[src/sv/cdc_pkg.sv]
// ----------------------------------------------------------------------------
// cdc_pkg: calendar date counter shared types and constants
// Command and result beat layouts, command and status codes, month lengths.
// ----------------------------------------------------------------------------
package cdc_pkg;

	localparam logic [1:0] CMD_ADVANCE  = 2'd0;
	localparam logic [1:0] CMD_LOAD_MDY = 2'd1;
	localparam logic [1:0] CMD_LOAD_DOY = 2'd2;

	localparam logic [1:0] STATUS_OK       = 2'd0;
	localparam logic [1:0] STATUS_INVALID  = 2'd1;
	localparam logic [1:0] STATUS_OVERFLOW = 2'd2;

	localparam logic [13:0] YEAR_MAX         = 14'd9999;
	localparam logic [13:0] YEAR_RESET       = 14'd2000;
	localparam logic [13:0] YEAR_FLOOR_RESET = 14'd1900;
	localparam logic [3:0]  MONTH_MAX        = 4'd12;
	localparam logic [4:0]  LEAP_FEB_LEN     = 5'd29;
	localparam logic [8:0]  YEAR_DAYS        = 9'd365;
	localparam logic [8:0]  LEAP_YEAR_DAYS   = 9'd366;

	// floor(y / 25) = (y * RECIP_25) >> RECIP_SHIFT, exact for y < 43690
	localparam logic [12:0] RECIP_25    = 13'd5243;
	localparam int          RECIP_SHIFT = 17;

	typedef struct packed {
		logic [1:0]  command;
		logic [3:0]  month_in;
		logic [4:0]  day_in;
		logic [8:0]  day_of_year_in;
		logic [13:0] year_in;
	} cdc_cmd_t;

	typedef struct packed {
		logic [3:0]  month_out;
		logic [4:0]  day_out;
		logic [13:0] year_out;
		logic [1:0]  status;
	} cdc_res_t;

	function automatic logic [4:0] month_len(input logic [3:0] m, input logic leap);
		logic [4:0] len;
		case (m)
			4'd1, 4'd3, 4'd5, 4'd7, 4'd8, 4'd10, 4'd12: len = 5'd31;
			4'd4, 4'd6, 4'd9, 4'd11:                    len = 5'd30;
			4'd2:                                        len = leap ? LEAP_FEB_LEN : 5'd28;
			default:                                     len = 5'd0;
		endcase
		return len;
	endfunction

endpackage

[src/sv/cdc_core.sv]
// ----------------------------------------------------------------------------
// cdc_core: date state and command sequencer
// Leap test by reciprocal multiply, then one compare/subtract per cycle for
// the day-of-year month walk.
// ----------------------------------------------------------------------------
module cdc_core (
	input  logic              clk,
	input  logic              arst_n,
	input  logic [13:0]       year_floor,
	input  logic              start,
	input  cdc_pkg::cdc_cmd_t cmd,
	output logic              ready,
	input  logic              out_free,
	output logic              done,
	output cdc_pkg::cdc_res_t res
);

	typedef enum logic [2:0] {
		S_IDLE,
		S_DIV,
		S_CHK,
		S_WALK,
		S_DONE
	} state_t;

	localparam logic [13:0] RECIP_25_EXT = {1'b0, cdc_pkg::RECIP_25};

	state_t            state_q;
	cdc_pkg::cdc_cmd_t cmd_q;
	logic [13:0]       yr_q;
	logic [9:0]        quot_q;
	logic              leap_q;
	logic [3:0]        mm_q;
	logic [8:0]        rest_q;
	logic [3:0]        cur_month_q;
	logic [4:0]        cur_day_q;
	logic [13:0]       cur_year_q;
	logic [1:0]        status_q;

	logic [26:0] prod;
	logic [14:0] times25;
	logic        div25;
	logic        leap;
	logic        year_ok;
	logic [4:0]  cur_len;
	logic [4:0]  mdy_len;
	logic [8:0]  total;
	logic [4:0]  walk_len;
	logic        walk_gt;
	logic [8:0]  walk_diff;

	assign prod    = yr_q * RECIP_25_EXT;
	assign times25 = {1'b0, quot_q, 4'b0} + {2'b0, quot_q, 3'b0} + {5'b0, quot_q};
	assign div25   = (times25 == {1'b0, yr_q});
	assign leap    = (yr_q[1:0] == 2'b00) && (!div25 || (yr_q[3:0] == 4'b0000));
	assign year_ok = (cmd_q.year_in >= year_floor) && (cmd_q.year_in <= cdc_pkg::YEAR_MAX);
	assign cur_len = cdc_pkg::month_len(cur_month_q, leap);
	assign mdy_len = cdc_pkg::month_len(cmd_q.month_in, leap);
	assign total   = leap ? cdc_pkg::LEAP_YEAR_DAYS : cdc_pkg::YEAR_DAYS;

	// shared compare/subtract for the month walk
	assign walk_len  = cdc_pkg::month_len(mm_q, leap_q);
	assign walk_gt   = rest_q > {4'b0, walk_len};
	assign walk_diff = rest_q - {4'b0, walk_len};

	assign ready = (state_q == S_IDLE);
	assign done  = (state_q == S_DONE) && out_free;
	assign res   = '{month_out: cur_month_q, day_out: cur_day_q,
	                 year_out: cur_year_q, status: status_q};

	always_ff @(posedge clk or negedge arst_n) begin
		if (!arst_n) begin
			state_q     <= S_IDLE;
			cur_month_q <= 4'd1;
			cur_day_q   <= 5'd1;
			cur_year_q  <= cdc_pkg::YEAR_RESET;
			status_q    <= cdc_pkg::STATUS_OK;
			cmd_q       <= '0;
			yr_q        <= '0;
			quot_q      <= '0;
			leap_q      <= 1'b0;
			mm_q        <= 4'd1;
			rest_q      <= '0;
		end else begin
			case (state_q)
				S_IDLE: begin
					if (start) begin
						cmd_q   <= cmd;
						yr_q    <= (cmd.command == cdc_pkg::CMD_ADVANCE) ? cur_year_q
						                                                 : cmd.year_in;
						state_q <= S_DIV;
					end
				end
				S_DIV: begin
					quot_q  <= prod[cdc_pkg::RECIP_SHIFT +: 10];
					state_q <= S_CHK;
				end
				S_CHK: begin
					leap_q   <= leap;
					status_q <= cdc_pkg::STATUS_OK;
					state_q  <= S_DONE;
					case (cmd_q.command)
						cdc_pkg::CMD_ADVANCE: begin
							if ({1'b0, cur_day_q} + 6'd1 > {1'b0, cur_len}) begin
								if (cur_month_q >= cdc_pkg::MONTH_MAX) begin
									if (cur_year_q >= cdc_pkg::YEAR_MAX) begin
										status_q <= cdc_pkg::STATUS_OVERFLOW;
									end else begin
										cur_day_q   <= 5'd1;
										cur_month_q <= 4'd1;
										cur_year_q  <= cur_year_q + 14'd1;
									end
								end else begin
									cur_day_q   <= 5'd1;
									cur_month_q <= cur_month_q + 4'd1;
								end
							end else begin
								cur_day_q <= cur_day_q + 5'd1;
							end
						end
						cdc_pkg::CMD_LOAD_MDY: begin
							if (year_ok && cmd_q.month_in >= 4'd1 &&
							    cmd_q.month_in <= cdc_pkg::MONTH_MAX &&
							    cmd_q.day_in >= 5'd1 && cmd_q.day_in <= mdy_len) begin
								cur_month_q <= cmd_q.month_in;
								cur_day_q   <= cmd_q.day_in;
								cur_year_q  <= cmd_q.year_in;
							end else begin
								status_q <= cdc_pkg::STATUS_INVALID;
							end
						end
						cdc_pkg::CMD_LOAD_DOY: begin
							if (year_ok && cmd_q.day_of_year_in >= 9'd1 &&
							    cmd_q.day_of_year_in <= total) begin
								mm_q    <= 4'd1;
								rest_q  <= cmd_q.day_of_year_in;
								state_q <= S_WALK;
							end else begin
								status_q <= cdc_pkg::STATUS_INVALID;
							end
						end
						default: begin
						end
					endcase
				end
				S_WALK: begin
					if (mm_q < cdc_pkg::MONTH_MAX && walk_gt) begin
						rest_q <= walk_diff;
						mm_q   <= mm_q + 4'd1;
					end else begin
						cur_month_q <= mm_q;
						cur_day_q   <= rest_q[4:0];
						cur_year_q  <= cmd_q.year_in;
						state_q     <= S_DONE;
					end
				end
				S_DONE: begin
					if (out_free) begin
						state_q <= S_IDLE;
					end
				end
				default: begin
					state_q <= S_IDLE;
				end
			endcase
		end
	end

	a_done_month: assert property (@(posedge clk) disable iff (!arst_n)
		done |-> (res.month_out >= 4'd1) && (res.month_out <= cdc_pkg::MONTH_MAX))
		else $error("result month out of range");

	a_day_nonzero: assert property (@(posedge clk) disable iff (!arst_n)
		cur_day_q != 5'd0)
		else $error("stored day is zero");

	a_walk_rest: assert property (@(posedge clk) disable iff (!arst_n)
		(state_q == S_WALK) |-> (rest_q != 9'd0) && (mm_q <= cdc_pkg::MONTH_MAX))
		else $error("month walk out of range");

	a_done_idle: assert property (@(posedge clk) disable iff (!arst_n)
		done |=> (state_q == S_IDLE))
		else $error("sequencer did not return to idle");

	a_start_div: assert property (@(posedge clk) disable iff (!arst_n)
		(start && ready) |=> (state_q == S_DIV))
		else $error("accepted beat did not start the leap test");

endmodule

[src/sv/calendar_date_counter.sv]
// ----------------------------------------------------------------------------
// calendar_date_counter: Gregorian month/day/year counter
// Advances one day or loads a checked date; result beat per command.
// ----------------------------------------------------------------------------
// Sequence: an accepted beat goes through the leap test, the checks and, for a
//   day-of-year load, the month walk, then its result is registered at output.
// Throughput: one beat at a time; a stalled result holds the sequencer and input.
// Reset: date 1/1/2000, year floor 1900, no result pending.
module calendar_date_counter (
	input  logic              clk,
	input  logic              arst_n,
	input  logic              cfg_we,
	input  logic [13:0]       cfg_wdata,
	input  logic              cmd_valid,
	output logic              cmd_stall,
	input  cdc_pkg::cdc_cmd_t cmd,
	output logic              res_valid,
	input  logic              res_stall,
	output cdc_pkg::cdc_res_t res
);

	logic              core_ready;
	logic              core_done;
	logic              out_free;
	cdc_pkg::cdc_res_t core_res;
	logic [13:0]       year_floor_q;
	logic              res_valid_q;
	cdc_pkg::cdc_res_t res_q;

	assign cmd_stall = !core_ready;
	assign out_free  = !res_valid_q || !res_stall;
	assign res_valid = res_valid_q;
	assign res       = res_q;

	cdc_core u_core (
		.clk        (clk),
		.arst_n     (arst_n),
		.year_floor (year_floor_q),
		.start      (cmd_valid),
		.cmd        (cmd),
		.ready      (core_ready),
		.out_free   (out_free),
		.done       (core_done),
		.res        (core_res)
	);

	always_ff @(posedge clk or negedge arst_n) begin
		if (!arst_n) begin
			year_floor_q <= cdc_pkg::YEAR_FLOOR_RESET;
			res_valid_q  <= 1'b0;
		end else begin
			if (cfg_we) begin
				year_floor_q <= cfg_wdata;
			end
			if (core_done) begin
				res_valid_q <= 1'b1;
			end else if (!res_stall) begin
				res_valid_q <= 1'b0;
			end
		end
	end

	always_ff @(posedge clk) begin
		if (core_done) begin
			res_q <= core_res;
		end
	end

endmodule

[config.mk]
export PLATFORM = sky130hd
export DESIGN_NAME = calendar_date_counter
export DESIGN_NICKNAME = d
export VERILOG_FILES = /design/src/sv/cdc_pkg.sv /design/src/sv/cdc_core.sv /design/src/sv/calendar_date_counter.sv
export SDC_FILE = /design/constraint.sdc
export NUM_CORES = 1
export LEC_CHECK = 0
export BUFFER_PORTS_ARGS = -buffer_cell sky130_fd_sc_hd__clkbuf_2
export CAP_MARGIN = 20
export CORE_MARGIN = 3
export CORE_UTILIZATION = 45
export DETAILED_ROUTE_END_ITERATION = 8
export PLACE_DENSITY = 0.62
export SLEW_MARGIN = 20
export SYNTH_ARGS = -nofsm -noshare
export SYNTH_HDL_FRONTEND = slang
export SYNTH_SLANG_ARGS = --single-unit
[constraint.sdc]
create_clock -name clk -period 6 [get_ports clk]
set_input_delay 1.2 -clock clk [delete_from_list [all_inputs] [get_ports clk]]
set_output_delay 1.2 -clock clk [all_outputs]
set_load 0.1 [all_outputs]
# Word level (Yosys, flattened, before mapping)
# Index checks and enable logic that the tools add are counted.
[totals] wordCells=184 out_inout_bits=27 register_bits=140 inputBits=53
[classes] n_reduce_logical=34 eq_ne=57 add_sub_neg=8 order_cmp=13 multipliers=1 muxes=50
[op_table] cell="$mux W14" n=6
[op_table] cell="$eq A4 B4 Y1 const B" n=15
[op_table] cell="$pmux W14 S2" n=2
[op_table] cell="$eq A4 B3 Y1 const B" n=12
[op_table] cell="$pmux W5 S3" n=3
[op_table] cell="$mux W4" n=8
[op_table] cell="$mul A14 B13 Y27 const B" n=1
[op_table] cell="$mux W9" n=3
[op_table] cell="$mux W5" n=5
[op_table] cell="$eq A4 B2 Y1 const B" n=6
[op_table] cell="$pmux W4 S2" n=3
[op_table] cell="$reduce_or A7 Y1" n=3
[op_table] cell="$pmux W5 S2" n=2
[op_table] cell="$pmux W9 S2" n=1
[op_table] cell="$add A14 B13 Y15" n=1
[op_table] cell="$add A15 B10 Y15" n=1
[op_table] cell="$eq A15 B14 Y1" n=1
[op_table] cell="$mux W3" n=5
[op_table] cell="$pmux W3 S5" n=1
[op_table] cell="$add A14 B1 Y14 const B" n=1
[op_table] cell="$ge A14 B14 Y1" n=1
[op_table] cell="$ge A14 B14 Y1 const B" n=1
[op_table] cell="$le A14 B14 Y1 const B" n=1
[op_table] cell="$eq A4 B1 Y1 const B" n=3
[op_table] cell="other kinds (42)" n=77

# Depth between registers and ports, before layout
# Gate-level depths: netlist of run 1.
[depth] ltp_word=13 ltp_mapped=26 depth_no_buf=24

# Cells and area by module
# A second synthesis of run 1 with hierarchy kept.
[hier_totals] cells_unflattened=1125 area_unflattened_um2=11394.7
[by_module_without_submodules] mod="cdc_core" seq_area_each_um2=2513.7 n_inst=1 cells_per_inst=1067 area_per_inst_um2=10075.9
[by_module_without_submodules] mod="calendar_date_counter" seq_area_each_um2=1134.8 n_inst=1 cells_per_inst=58 area_per_inst_um2=1318.8

# Worst setup path before layout of run 1
# OpenSTA, ideal clock, no wires.
[synth_timing] kind="reg2reg" from="reg u_core.yr_q[8]" to="reg u_core.quot_q[3]" setup_slack_ps=1047 path_stages_with_launch=20 period_less_slack_ps=4953 n_path_buf=0 t_required_ps=5870 setup_time_ps=130 arrival_ps=4823 path_cell_list="dfrtp_1 ha_1 inv_1 fa_1 inv_1 fa_1 inv_1 fa_1 fa_1 inv_1 ha_1 a21o_1 a211o_1 a211o_1 nor3b_1 a2111oi_2 o21bai_1 a21oi_1 xor2_1 o21ai_1"
[synth_between] elab_chain_len=1
[synth_lines] item="from (decl)" line_no="cdc_core.sv:30" rtl="logic [13:0] yr_q;"
[synth_lines] item="from (signal assigned)" line_no="cdc_core.sv:89" rtl="yr_q <= (cmd.command == cdc_pkg::CMD_ADVANCE) ? cur_year_q"
[synth_lines] item="$mul A14 B13 Y27" line_no="cdc_core.sv:52" rtl="assign prod = yr_q * RECIP_25_EXT;"
[synth_lines] item="to (signal assigned)" line_no="cdc_core.sv:95" rtl="quot_q <= prod[cdc_pkg::RECIP_SHIFT +: 10];"
[synth_lines] item="to (decl)" line_no="cdc_core.sv:31" rtl="logic [9:0] quot_q;"
# Every way passes these cells.
# A chain may end at the register's enable or synchronous reset.

# Worst setup path after layout of run 1
[layout_timing] from="reg u_core.quot_q[4]" to="reg u_core.cur_day_q[1]"
[layout_between] elab_chain_len=12 elab_cells_between_ends=18 classes_between="2 x add/sub; 2 x order compare; 3 x eq/ne; 6 x mux; 5 x reduce/logical"
[layout_lines] item="$add A14 B13 Y15" line_no="cdc_core.sv:53" rtl="assign times25 = {1'b0, quot_q, 4'b0} + {2'b0, quot_q, 3'b0} + {5'b0, quot_q};"
[layout_lines] item="$add A15 B10 Y15 (*)" line_no="cdc_core.sv:53"
[layout_lines] item="$eq A15 B14 Y1 (*)" line_no="cdc_core.sv:54" rtl="assign div25 = (times25 == {1'b0, yr_q});"
[layout_lines] item="$logic_not A1 Y1 (*)" line_no="cdc_core.sv:55" rtl="assign leap = (yr_q[1:0] == 2'b00) && (!div25 || (yr_q[3:0] == 4'b0000));"
[layout_lines] item="$logic_or A1 B1 Y1 (*)" line_no="cdc_core.sv:55"
[layout_lines] item="$logic_and A1 B1 Y1 (*)" line_no="cdc_core.sv:55"
[layout_lines] item="$mux W1 (*)" line_no="cdc_pkg.sv:47" rtl="4'd2: len = leap ? LEAP_FEB_LEN : 5'd28;"
[layout_lines] item="$pmux W5 S3" line_no="cdc_pkg.sv:44" rtl="case (m)"
[layout_lines] item="$gt A6 B5 Y1 or $le A5 B5 Y1 (tied branches)" line_no="cdc_core.sv:104, cdc_core.sv:124"
[layout_lines] item="$mux W5 or $logic_and A1 B1 Y1 (tied branches)" line_no="cdc_core.sv:104, cdc_core.sv:124"
[layout_lines] item="$pmux W5 S2 or $ne A3 B2 Y1 (tied branches)"
[layout_lines] item="$pmux W5 S2 or $reduce_and A5 Y1 (tied branches)"
[layout_lines] item="to (signal assigned)" line_no="cdc_core.sv:118" rtl="cur_day_q <= cur_day_q + 5'd1;"
[layout_lines] item="to (signal assigned)" line_no="cdc_core.sv:126" rtl="cur_day_q <= cmd_q.day_in;"
[layout_lines] item="to (signal assigned)" line_no="cdc_core.sv:152" rtl="cur_day_q <= rest_q[4:0];"
[layout_lines] item="to (decl)" line_no="cdc_core.sv:36" rtl="logic [4:0] cur_day_q;"
# Every way passes the cells marked *; elsewhere a longest branch is shown, timed or not.

==> impl_summary.md, run 1 <==
Run status
The flow ran to the end, and the final reports show no timing, DRC or antenna violations.

Hold path
The cell depth of the worst min-delay path is 0. The class of the most critical hold timing path is flip-flop to flip-flop. The hold path endpoint is res[0]. The worst hold path startpoint is u_core.status_q[0].

Floorplan
The placement row count is 57. The die height is ~160 um. The area enclosed by the die boundary is between 0.02 and 0.03 sq mm. The core region is about 0.025 sq mm. In this run the count of I/O pins placed on the die edge is 80.

The effective utilization at floorplan is a little under half. From left edge to right edge, the die measures around 160 um.

Detailed routing
Routed signal wires occupy layers up through met4. In the routed design, unresolved DRC markers number 0. After detailed routing, the total wire length is ~26000 um.

The detailed router put a total of 12300 um of wire on met1. After detailed routing, the met2 layer carries ~12000 um of wire. In the final routed layout, each cell accounts on average for around 17 um. Summed over all nets, wire length on met3 after detailed routing comes to around 1100 um. The length of the first detailed-routing pass in iterations is 5. The final antenna-violating net count is 0.

The detail-routed via count per cell is about 5.3. The number of vias after detailed routing is about 8300. The number of design-rule violations left by the first detailed-router iteration is between 500 and 600.

Cells and area
The area added between synthesis and finish is 12.4%. The share of post-route cells with drive strength above 1 is between 10% and 20%. Registers take roughly 0.0036 sq mm. In the final layout, the multi-input gates occupy roughly 0.0069 sq mm. 0 antenna diodes ended up in the layout. The number of inserted filler cells in the final layout is 2251. For this run, the post-layout net count is 1492.

Timing
Across all setup checks in the final design, the least slack found is between 0.3 and 0.4 ns. Summed over all failing endpoints, the final setup total negative slack is 0 ns. Setup repair after global routing left no endpoint under its margin. The share of the clock period used by the worst path is between 90% and 100%.

The worst slew margin relative to its limit is 36.8%. The count of endpoints failing hold in the final timing report is 0. Derived from the worst setup path, the maximum achievable clock frequency is 178 MHz. For the final database, setup skew stands at 0.00855 ns.

The total count of max-transition violations in the final report was 0. The final period demand of the worst path is 5.61 ns. The total setup violations reported at the end of the flow is 0. The slew at the pin closest to its max-slew limit is between 0.9 and 1 ns. The final-layout worst hold slack is approximately 0.45 ns.

Worst setup path
Of all nets on the critical path, the largest fanout is 5. STA classifies the critical path endpoint as a flip-flop. Data on the critical path arrives at its endpoint at between 5 and 6 ns.

The setup path with the least slack is of type flip-flop to flip-flop. The worst setup path is launched from a flip-flop. The cell count of the worst reg-to-reg path is 22.

The startpoint of the lowest-slack register-to-register path is u_core.quot_q[4]. The endpoint of the most critical register-to-register path is u_core.cur_day_q[1]. The data required time at the worst endpoint is 6.30 ns. For flop-to-flop paths, the worst setup slack is slightly below 0.4 ns.

CTS
After clock tree synthesis, the clock-pin slew on the worst setup and hold paths is around 0.060 ns. TritonCTS built the clock tree. TritonCTS created 17 clock buffers. In this run the clock root is driven by a clkbuf_16.

The maximum level of the CTS H-tree is 4. Clock latency on the worst-skew pair, taken at its later pin, is 0.42 ns. The clock net in this run drives a total of 140 sinks. The deepest clock path buffer count is 2.

Yosys
Yosys mapped a number of flops with a built-in enable equal to 25. The commonest cells after synthesis are inv_1 (169), ha_1 (153), dfrtp_1 (99). Counting flops with an async set or reset pin after synthesis yields a share of between 80 and 90%. In the post-synthesis netlist, the cell with the most instances is inv_1. Synthesis produced a netlist with a net count of between 1000 and 1500. The Yosys warning count is 0. In the synthesized netlist the dominant register cell turns out to be dfrtp_1. The top cell type's share of synthesized area is a little over a fifth. The distinct cell type count after synthesis is between 70 and 80. Averaged over all synthesized cells, the footprint is around 10 sq um.

dfrtp_1 takes more of the synthesized area than any other cell. By area the synthesized netlist is led by dfrtp_1 (22%), ha_1 (17%), fa_1 (13%). The cell count after synthesis came out at approximately 1100. The synthesis-stage register bit count is 140.

After synthesis the cells add up to 0.0113 sq mm. The sequential element share of the synthesized area is between 30% and 40%.

Place
The minimum setup slack after placement is 0.452 ns. The congestion estimate from routability-driven global placement came to around 0.9. The count of input and output buffers is around 80. The total half-perimeter wirelength after legalization and detailed placement is slightly above 20000 um.

Global routing
The first global-routing pass estimated between 40000 and 50000 um of wire. The number of global-route vias before repair came to 8404. Summed over all layers, the global routing overflow is 0. The pin count of the biggest net entering global routing is 63. The initial antenna violation count came to 0.

Global routing used about a fifth of the available tracks across all layers.

Flow run
Across the run, the number of max-cap violations was 0.
-- worst max-delay path, stage by stage, from the launching register on --
cell       delay, ns
dfrtp_1         0.45
inv_1           0.08
fa_1            0.43
inv_1           0.07
ha_1            0.16
inv_1           0.05
fa_1            0.38
xnor2_1         0.15
xnor2_1         0.14
nor4_1          0.38
o2111ai_1       0.18
nor4_1          0.25
a41o_1          0.36
o221ai_1        0.18
ha_1            0.29
and4_2          0.19
nand2_1         0.07
a221o_1         0.29
a311oi_1        0.38
o21a_2          0.25
nor3_2          0.07
nor3_4          0.31
mux2_2          0.37
-- per-layer routing --
layer	GRT usage, %	vias to the layer above
met5	0	-
met4	4.61	0
met3	3.01	25
met2	32.9	182
met1	28.4	4023
li1	-	4062
-- cells by family (layout without fill, tap and decap cells) --
group           Yosys count  count (layout)  share of synthesized area (%)
mux                      52              52                           4.97
compound gates          244             244                           13.4
flops                   140             140                           32.3
simple gates            238             238                           9.88
buf+inv                 198             292                           6.96
fa+ha+maj               224             224                           29.5
xor+xnor                 38              38                           2.94
-- what timing repair did --
item,in CTS,in global routing
gates resized for setup,0,1
hold endpoints to repair,0,0
hold buffers,0,0
endpoints found under the setup margin,0,1
buffers inserted,0,0
-- cell usage in the layout (no fill, tap or decap), types with 5 or more instances in the layout --
cell,synthesis,routed
mux2i_1,22,22
or3_1,5,5
bufinv_16,0,5
ha_1,153,153
buf_4,0,13
dfrtp_1,99,99
a21o_1,8,8
o21a_1,5,5
xnor2_1,26,26
mux2_2,29,29
a21oi_1,81,80
nor2b_1,8,8
edfxtp_1,25,25
a211oi_1,5,5
nand2_1,97,97
clkbuf_16,0,17
nor2_1,52,49
clkbuf_2,0,78
a211o_1,5,5
inv_1,169,169
a31oi_1,9,9
xor2_1,12,12
nor4_1,10,10
o22ai_1,8,8
nand4_1,8,8
nor3_1,16,16
fa_1,71,71
dfstp_2,16,16
o221ai_1,5,5
nand2b_1,5,5
o21ai_0,76,76
nand3_1,17,17
-- state kept, by name (all words and copies together), names as in the netlist, 3 cells and up --
register            count
res                    25
u_core.cmd_q           34
u_core.cur_day_q        5
u_core.cur_month_q      4
u_core.cur_year_q      14
u_core.mm_q             4
u_core.quot_q          10
u_core.rest_q           9
u_core.state_q          3
u_core.yr_q            14
year_floor_q           14
-- cell type report --
cell class                      instances  share of cell area, %
Tap cell                              324                   3.19
Clock inverter                         11                   1.51
Inverter                              169                   4.99
Multi-Input combinational cell        796                   54.3
Timing Repair Buffer                   91                   3.84
Clock buffer                           21                   3.47
Sequential cell                       140                   28.7
-- stage by stage --
step | instance area (sq um) | cells | util [%]
2_1_floorplan | 11300 | 1134 | -
3_3_place_gp | 12100 | 1520 | 49.1
3_5_place_dp | 12100 | 1520 | 49.1
4_1_cts | 12700 | 1552 | 51.7
5_1_grt | 12700 | 1552 | 51.8
6_report | 12700 | 1552 | 51.8
-- how the worst max path moves through the flow --
stage | from | endpoint | slack, ns | depth (start not counted)
global route | u_core.quot_q[4] | u_core.cur_day_q[1] | 0.03 | 22
global placement | u_core.yr_q[10] | u_core.quot_q[3] | 0.58 | 19
CTS | u_core.quot_q[4] | u_core.cur_year_q[6] | 0.42 | 23
finish | u_core.quot_q[4] | u_core.cur_day_q[1] | 0.39 | 22
detailed placement | u_core.quot_q[4] | u_core.cur_year_q[6] | 0.45 | 23
floorplan | u_core.yr_q[8] | u_core.quot_q[3] | 1.05 | 19
Power of run 1 is left out: the tool's default activity adds up to more than one toggle a clock period on the data nets, which glitch-free logic cannot reach.
==> run 2, diff against run 1 <==
==> constraint.sdc (replaced) <==
create_clock -name clk -period 6 [get_ports clk]
set_input_delay 0.3 -clock clk [delete_from_list [all_inputs] [get_ports clk]]
set_output_delay 0.3 -clock clk [all_outputs]
set_load 0.1 [all_outputs]
==> run 2 against run 1 <==
  * The flow now finishes with violations (hold timing)
  * Hold slack worse by 0.46 ns
  * Critical path depth stayed put
  * First-iteration DRC count fell by 17%
  * Wire length is 0.79% higher
  * Sequential share of layout area about the same
  * Final area hardly changed
  * Cell count about the same
  * Global-route usage is 0.15 points lower
  * Via count fell by 0.76%
  * Clock skew increased by 0.0041 ns
  * Non-clock buffer count grew 1
  * Core utilization about the same
  * Largest cell class unchanged
==> impl_summary.md, run 2 (synthesis gave the netlist of run 1 again) <==
Run status
The flow ran to the end, but the final reports show violations. The final reports fail on hold timing.

Timing
The worst setup skew after layout is 0.0127 ns (+0.00412 ns). The slew at the pin closest to its max-slew limit came to 0.935 ns (-0.0108 ns). The total count of max-transition violations in the final report was 0 (unchanged). The final-layout worst hold slack was -0.00682 ns (-0.459 ns). Setup repair after global routing left no endpoint under its margin.

The highest clock rate is 182 MHz (+2.2%). The total negative setup slack is 0 ns (unchanged). The final period demand of the worst path is 5.48 ns (-0.123 ns). The count of endpoints failing hold in the final timing report is 15 (+15). The worst slew margin relative to its limit is 37.5% (+0.72 points). The total setup violations reported at the end of the flow is 0 (unchanged). The share of the clock period used by the worst path is 91.4% (-2.1 points).

Cells and area
The number of inserted filler cells in the final layout is 2234 (-0.76%). The flip-flop count of the largest register after layout is 34 (unchanged). The total number of nets in the final design is 1493 (+0.067%). The library cells used most frequently in the layout, excluding fill and tap cells, are inv_1 (169), ha_1 (153), dfrtp_1 (99). The register with the most flip-flops in the final layout is u_core.cmd_q. The count of antenna diodes in the layout is 0 (unchanged). The largest registers in the layout are u_core.cmd_q: 34 flops, res: 25 flops.

The fraction of the core area covered by cells at the end of the flow is 51.8% (about the same). The area added between synthesis and finish is 12.5% (about the same). The share of post-route cells with drive strength above 1 came to 15.5% (+0.069 points). The register area is 0.00365 sq mm (unchanged). The area taken by multi-input logic gates is 0.00689 sq mm (-0.16%). The library cell used most frequently in the layout, excluding fill and tap cells, is inv_1.

Global routing
The number of global-route vias before repair was 8117 (-3.4%). The initial antenna violation count is 0 (unchanged). The all-layer global routing usage came to 20.0% (-0.15 points). The global-route wire length before repair was 42200 um (-2.0%). The total congestion overflow is 0 (unchanged). The pin count of the biggest net entering global routing is 67 (+6.3%).

Detailed routing
The detail-routed via count per cell was 5.30 (-0.82%). The routed length per placed instance is 16.7 um (+0.72%). The final antenna-violating net count is 0 (unchanged). The number of design-rule violations left by the first detailed-router iteration is 430 (-17%). The total DRC errors in the routed layout came to 0 (unchanged). The routed length on met2 is 12200 um (+0.71%).

The wire length on met1 came to 12600 um (+2.8%). The top layer reached by signal wires is met4. The met3 wirelength from detailed routing is 875 um (-18%). The post-detailed-routing wire length is 26000 um (+0.79%).

The number of vias after detailed routing is 8229 (-0.76%). The length of the first detailed-routing pass in iterations came to 4 (-1).

Floorplan
The area of the placeable core is 0.0245 sq mm (unchanged). The die height is 164 um (unchanged). The effective utilization at floorplan is 46.1% (unchanged). The number of top-level pins is 80 (unchanged). The area enclosed by the die boundary is 0.0271 sq mm (unchanged). The placement row count came to 57 (unchanged). The die outline width is 164 um (unchanged).

Worst setup path
By startpoint and endpoint, the worst setup path is classified as flip-flop to flip-flop. The data arrival time of the critical path was 5.79 ns (-0.12 ns). The data required time at the worst endpoint was 6.31 ns (about the same). The element type at the critical path start is a flip-flop. STA classifies the critical path endpoint as a flip-flop. The highest net fanout along the worst path is 5 (unchanged).

Hold path
The path class of the tightest hold or removal check is input pin to async pin.

CTS
The maximum level of the CTS H-tree is 4 (unchanged). The deepest clock path buffer count is 2 (unchanged). The clock insertion delay at the later pin of the skew report was 0.43 ns (about the same). The clock edge transition at the registers on the reported setup and hold paths is 0.07 ns (about the same).

The CTS tree is done. The root buffer cell chosen for the clock tree is clkbuf_16. The post-cts repair resize count came to 0 (unchanged).

The number of buffers inserted by hold repair at cts is 0 (unchanged). The sink count of the clock tree was 140 (unchanged). The number of clock buffers inserted by TritonCTS is 17 (unchanged). The post-CTS setup buffer count was 0 (unchanged).

Place
The count of input and output buffers came to 79 (unchanged). The placer congestion estimate is 0.901 (+1.9%). The total half-perimeter wirelength after legalization and detailed placement was 20200 um (-0.60%).

Flow run
The max capacitance violation total is 0 (unchanged).
-- run 2: cell count changes in the layout (fill, tap and decap cells not counted) --
cell,delta
clkinv_2,-2
clkbuf_8,+2
inv_4,+1
clkinvlp_4,+1
o311a_4,-1
clkbuf_16,+1
bufinv_16,-1
buf_4,+1
o311a_1,+1
clkbuf_1,-1
clkinv_4,-1
-- run 2: layout make-up --
cell class	instances	share of cell area, %
clock buffers	23	3.85
repair buffers	92	3.90
flip-flops and latches	140	28.7
clock inverters	9	1.23
inverters	169	4.99
multi-input cells	796	54.2
well taps	324	3.19
-- run 2: critical path: stages, from the launching register on --
cell       delay [ns]
dfrtp_1          0.44
inv_1            0.10
fa_1             0.43
inv_1            0.07
ha_1             0.16
inv_1            0.05
fa_1             0.39
xnor2_1          0.20
xnor2_1          0.08
nor4_1           0.29
o2111ai_1        0.17
nor4_1           0.24
a41o_1           0.35
o221ai_1         0.17
ha_1             0.29
and4_2           0.19
nand2_1          0.07
a221o_1          0.29
a311oi_1         0.36
o21a_2           0.24
nor3_2           0.08
nor3_4           0.32
mux2_2           0.39
-- run 2: path summary, 6_finish.rpt --
| path | start | to | slack (ns) | cells past startpoint |
|---|---|---|---|---|
| max | u_core.quot_q[4] | u_core.cur_day_q[1] | 0.52 | 22 |
| min | arst_n | u_core.cmd_q[33] | -0.007 | 1 |
| max reg2reg | u_core.quot_q[4] | u_core.cur_day_q[1] | 0.52 | 22 |
| min reg2reg | u_core.status_q[0] | res[0] | 0.46 | 0 |
| max in group asynchronous | arst_n | u_core.state_q[1] | 4.80 | 2 |
| min in group clk | cfg_wdata[10] | year_floor_q[10] | 0.06 | 3 |
-- run 2: per-layer routing --
metal | global-route usage, % | up-vias
met5 | 0 | -
met4 | 4.31 | 0
met3 | 3.29 | 20
met2 | 31.9 | 144
met1 | 28.8 | 3998
li1 | - | 4067
-- run 2: stage by stage --
| stage | worst slack, ns | hold WS, ns | instance area [sq um] | std cells |
|---|---|---|---|---|
| 3_5_place_dp | 0.514 | 0.445 | 12100 | 1521 |
| 3_3_place_gp | 0.599 | 0.440 | 12100 | 1521 |
| 5_1_grt | 0.0907 | 0.0562 | 12700 | 1553 |
| 6_report | 0.516 | -0.00682 | 12700 | 1553 |
| 4_1_cts | 0.498 | 0.0180 | 12700 | 1553 |
| 2_1_floorplan | 1.05 | 0.00441 | 11300 | 1134 |
Power of run 2 is left out for the same reason.
==> run 3, diff against run 2 <==
- ABC_AREA: default -> 1
==> run 3 against run 2 <==
  * The run now ends clean
  * Cell count rose by 28%
  * Sequential share of layout area fell by 2.2 points
  * Wire length rose by 22%
==> impl_summary.md, run 3 <==
CTS
The maximum level of the CTS H-tree is 4 (unchanged). The post-cts repair resize count is 0 (unchanged). The post-CTS setup buffer count is 0 (unchanged). The deepest clock path buffer count came to 2 (unchanged). The CTS tree is done.

The sink count of the clock tree came to 140 (unchanged). The clock insertion delay at the later pin of the skew report came to 0.44 ns (about the same). The clock edge transition at the registers on the reported setup and hold paths is 0.08 ns (about the same). The number of clock buffers inserted by TritonCTS is 17 (unchanged).

The tree is rooted in a clkbuf_16. The number of buffers inserted by hold repair at cts is 1 (+1).

Floorplan
The die outline width is 172 um (+4.7%). The number of top-level pins was 80 (unchanged). The effective utilization at floorplan was 46.0% (-0.064 points). The placement row count was 60 (+5.3%). The die height came to 172 um (+4.7%). The area enclosed by the die boundary is 0.0297 sq mm (+9.6%).

The area of the placeable core is 0.0270 sq mm (+10%).

Worst setup path
The kind of end point of the critical path is a flip-flop. The highest net fanout along the worst path came to 15 (+10). The element type at the critical path start is a flip-flop.

The data arrival time of the critical path is 5.61 ns (-0.18 ns). The critical path in this run is classified as flip-flop to flip-flop. The data required time at the worst endpoint is 6.33 ns (+0.02 ns).

Yosys
The Yosys warning count was 0 (unchanged). The commonest cells after synthesis are nand2_1 (424), inv_1 (256), ha_1 (153). The count of flip-flops with a built-in enable after synthesis came to 25 (unchanged). The top cell type's share of synthesized area came to 19.9% (-2.0 points). The number of cells produced by synthesis was 1563 (+38%). The synthesis-stage register bit count was 140 (unchanged). Ranked by total cell area, the synthesized netlist is headed by dfrtp_1 (20%), ha_1 (15%), nand2_1 (13%). The most used standard cell by instance count after synthesis is nand2_1. The cell area after technology mapping was 0.0124 sq mm (+10%). The per-instance average area after synthesis is 7.96 sq um (-20%).

The share of async-settable or async-resettable flops after synthesis came to 82.1% (unchanged). The biggest area contributor in the post-synthesis netlist is dfrtp_1. The net count after synthesis is 1840 (+30%). The sequential element share of the synthesized area is 29.3% (-2.9 points). The dominant register cell in the synthesized netlist is dfrtp_1. The distinct cell type count after synthesis is 46 (-39%).

Cells and area
The total number of nets in the final design is 1913 (+28%). The final instance area was 0.0138 sq mm (+8.3%). In the layout the commonest cells are nand2_1 (424), inv_1 (256), ha_1 (153). The count of antenna diodes in the layout is 0 (unchanged). The share of post-route cells with drive strength above 1 is 10.5% (-5.0 points). The leading cell type in the layout, fill and taps excluded is nand2_1. The largest registers in the layout are u_core.cmd_q: 34 flops, res: 25 flops. Ranked by flip-flop count, first place goes to u_core.cmd_q. The flip-flop count of the largest register after layout came to 34 (unchanged). The area added between synthesis and finish is 10.7%.

Flow run
The max capacitance violation total is 0 (unchanged).

Timing
The worst slew margin relative to its limit is 30.3% (-7.2 points). The highest clock rate came to 189 MHz (+3.9%). The total negative setup slack was 0 ns (unchanged). The final period demand of the worst path is 5.28 ns (-0.204 ns). The worst setup skew after layout is 0.0179 ns (+0.00524 ns). Setup repair after global routing left no endpoint under its margin. The total setup violations reported at the end of the flow is 0 (unchanged). The total count of max-transition violations in the final report came to 0 (unchanged). The count of endpoints failing hold in the final timing report came to 0 (-15). The slew at the pin closest to its max-slew limit is 1.04 ns (+0.110 ns). The worst-case setup margin in the final layout came to 0.720 ns (+0.204 ns).

The share of the clock period used by the worst path came to 88.0% (-3.4 points).

Detailed routing
The post-detailed-routing wire length came to 31800 um (+22%). The total DRC errors in the routed layout came to 0 (unchanged). The number of vias after detailed routing is 10427 (+27%). The detail-routed via count per cell is 5.24 (-1.1%). The final antenna-violating net count is 0 (unchanged).

The length of the first detailed-routing pass in iterations is 5 (+1). The number of design-rule violations left by the first detailed-router iteration is 768 (+79%). The routed length per placed instance was 16.0 um (-4.5%).

Global routing
The global-route wire length before repair is 52500 um (+25%). The initial antenna violation count is 0 (unchanged). The total congestion overflow was 0 (unchanged). The pin count of the biggest net entering global routing is 75 (+12%). The all-layer global routing usage came to 22.3% (+2.4 points). The number of global-route vias before repair is 10245 (+26%).

Place
The placer congestion estimate is 0.885 (-1.8%). The standard cell area after detailed placement is 0.0131 sq mm (+9.0%). The total half-perimeter wirelength after legalization and detailed placement is 25100 um (+24%). The minimum setup slack after placement is 0.788 ns (+0.273 ns). The count of input and output buffers came to 79 (unchanged).

Hold path
The class of the most critical hold timing path is input pin to flip-flop.

Run status
The run finished with clean final reports.
==> run 3: changes by cell type in the layout (fill, tap and decap cells not counted), moves of 22 or more <==
cell	delta
nand2_1	+327
mux2i_1	-22
nand4_1	+34
inv_1	+87
nand3_1	+70
nor2_1	+31
mux2_2	-28
a21oi_1	-34
==> run 3: routing by layer <==
metal	GRT usage (%)	share of wire [%]
met1	31.8	47
met2	36.1	47
met3	3.59	4.7
met4	5.03	1.7
met5	0	0
==> run 3: logic make-up after synthesis <==
family	Yosys count	synth area share [%]
AND/OR/NAND/NOR	691	24.4
adder cells (fa/ha/maj)	224	26.8
XOR/XNOR	24	1.69
buffers and inverters	294	9.11
AO/OA/AOI/OAI	189	8.53
flip-flops	140	29.3
multiplexers	1	0.0906
==> run 3: per-stage QoR <==
step	util, %	hold WS (ns)	instances
2_1_floorplan	-	0.00441	1563
3_3_place_gp	48.7	0.360	1956
3_5_place_dp	48.7	0.363	1956
4_1_cts	50.9	0.0498	1989
5_1_grt	51.0	0.0669	1990
6_report	51.0	0.0568	1990
==> run 3: final cells by class <==
type | count | area [sq um]
Tap cell | 341 | 427
Clock inverter | 14 | 141
Inverter | 263 | 987
Fill cell | 2635 | 13300
Clock buffer | 18 | 450
Timing Repair Buffer | 85 | 458
Multi-Input combinational cell | 1129 | 7660
Sequential cell | 140 | 3650
==> run 3: critical path: stages (launching register included) <==
cell and delay, ns:
dfrtp_1 0.56, inv_1 0.16, fa_1 0.48, inv_1 0.08, ha_1 0.20, inv_1 0.07, fa_1 0.56, inv_1 0.06
nand2_1 0.06, nand2_1 0.05, nor3_1 0.36, nand4_1 0.19, nor3_1 0.15, nand3_1 0.20, nand3_1 0.12, nand2_1 0.06
ha_1 0.27, nand4_1 0.08, a21oi_1 0.20, nand3_1 0.14, nand3_2 0.25, buf_4 0.30, nand3_2 0.34, nand2_1 0.16
nand2_1 0.06
==> run 3: worst paths after layout <==
| path | from | to | slack, ns | cells after the start |
|---|---|---|---|---|
| setup / recovery | u_core.quot_q[1] | u_core.cur_year_q[13] | 0.72 | 24 |
| hold / removal | cfg_wdata[5] | year_floor_q[5] | 0.06 | 3 |
| setup reg to reg | u_core.quot_q[1] | u_core.cur_year_q[13] | 0.72 | 24 |
| hold reg to reg | year_floor_q[2] | year_floor_q[2] | 0.50 | 2 |
| max in group asynchronous | arst_n | u_core.cur_year_q[6] | 4.31 | 4 |
| min in group asynchronous | arst_n | u_core.quot_q[6] | 0.41 | 2 |
Power of run 3 is left out for the same reason.
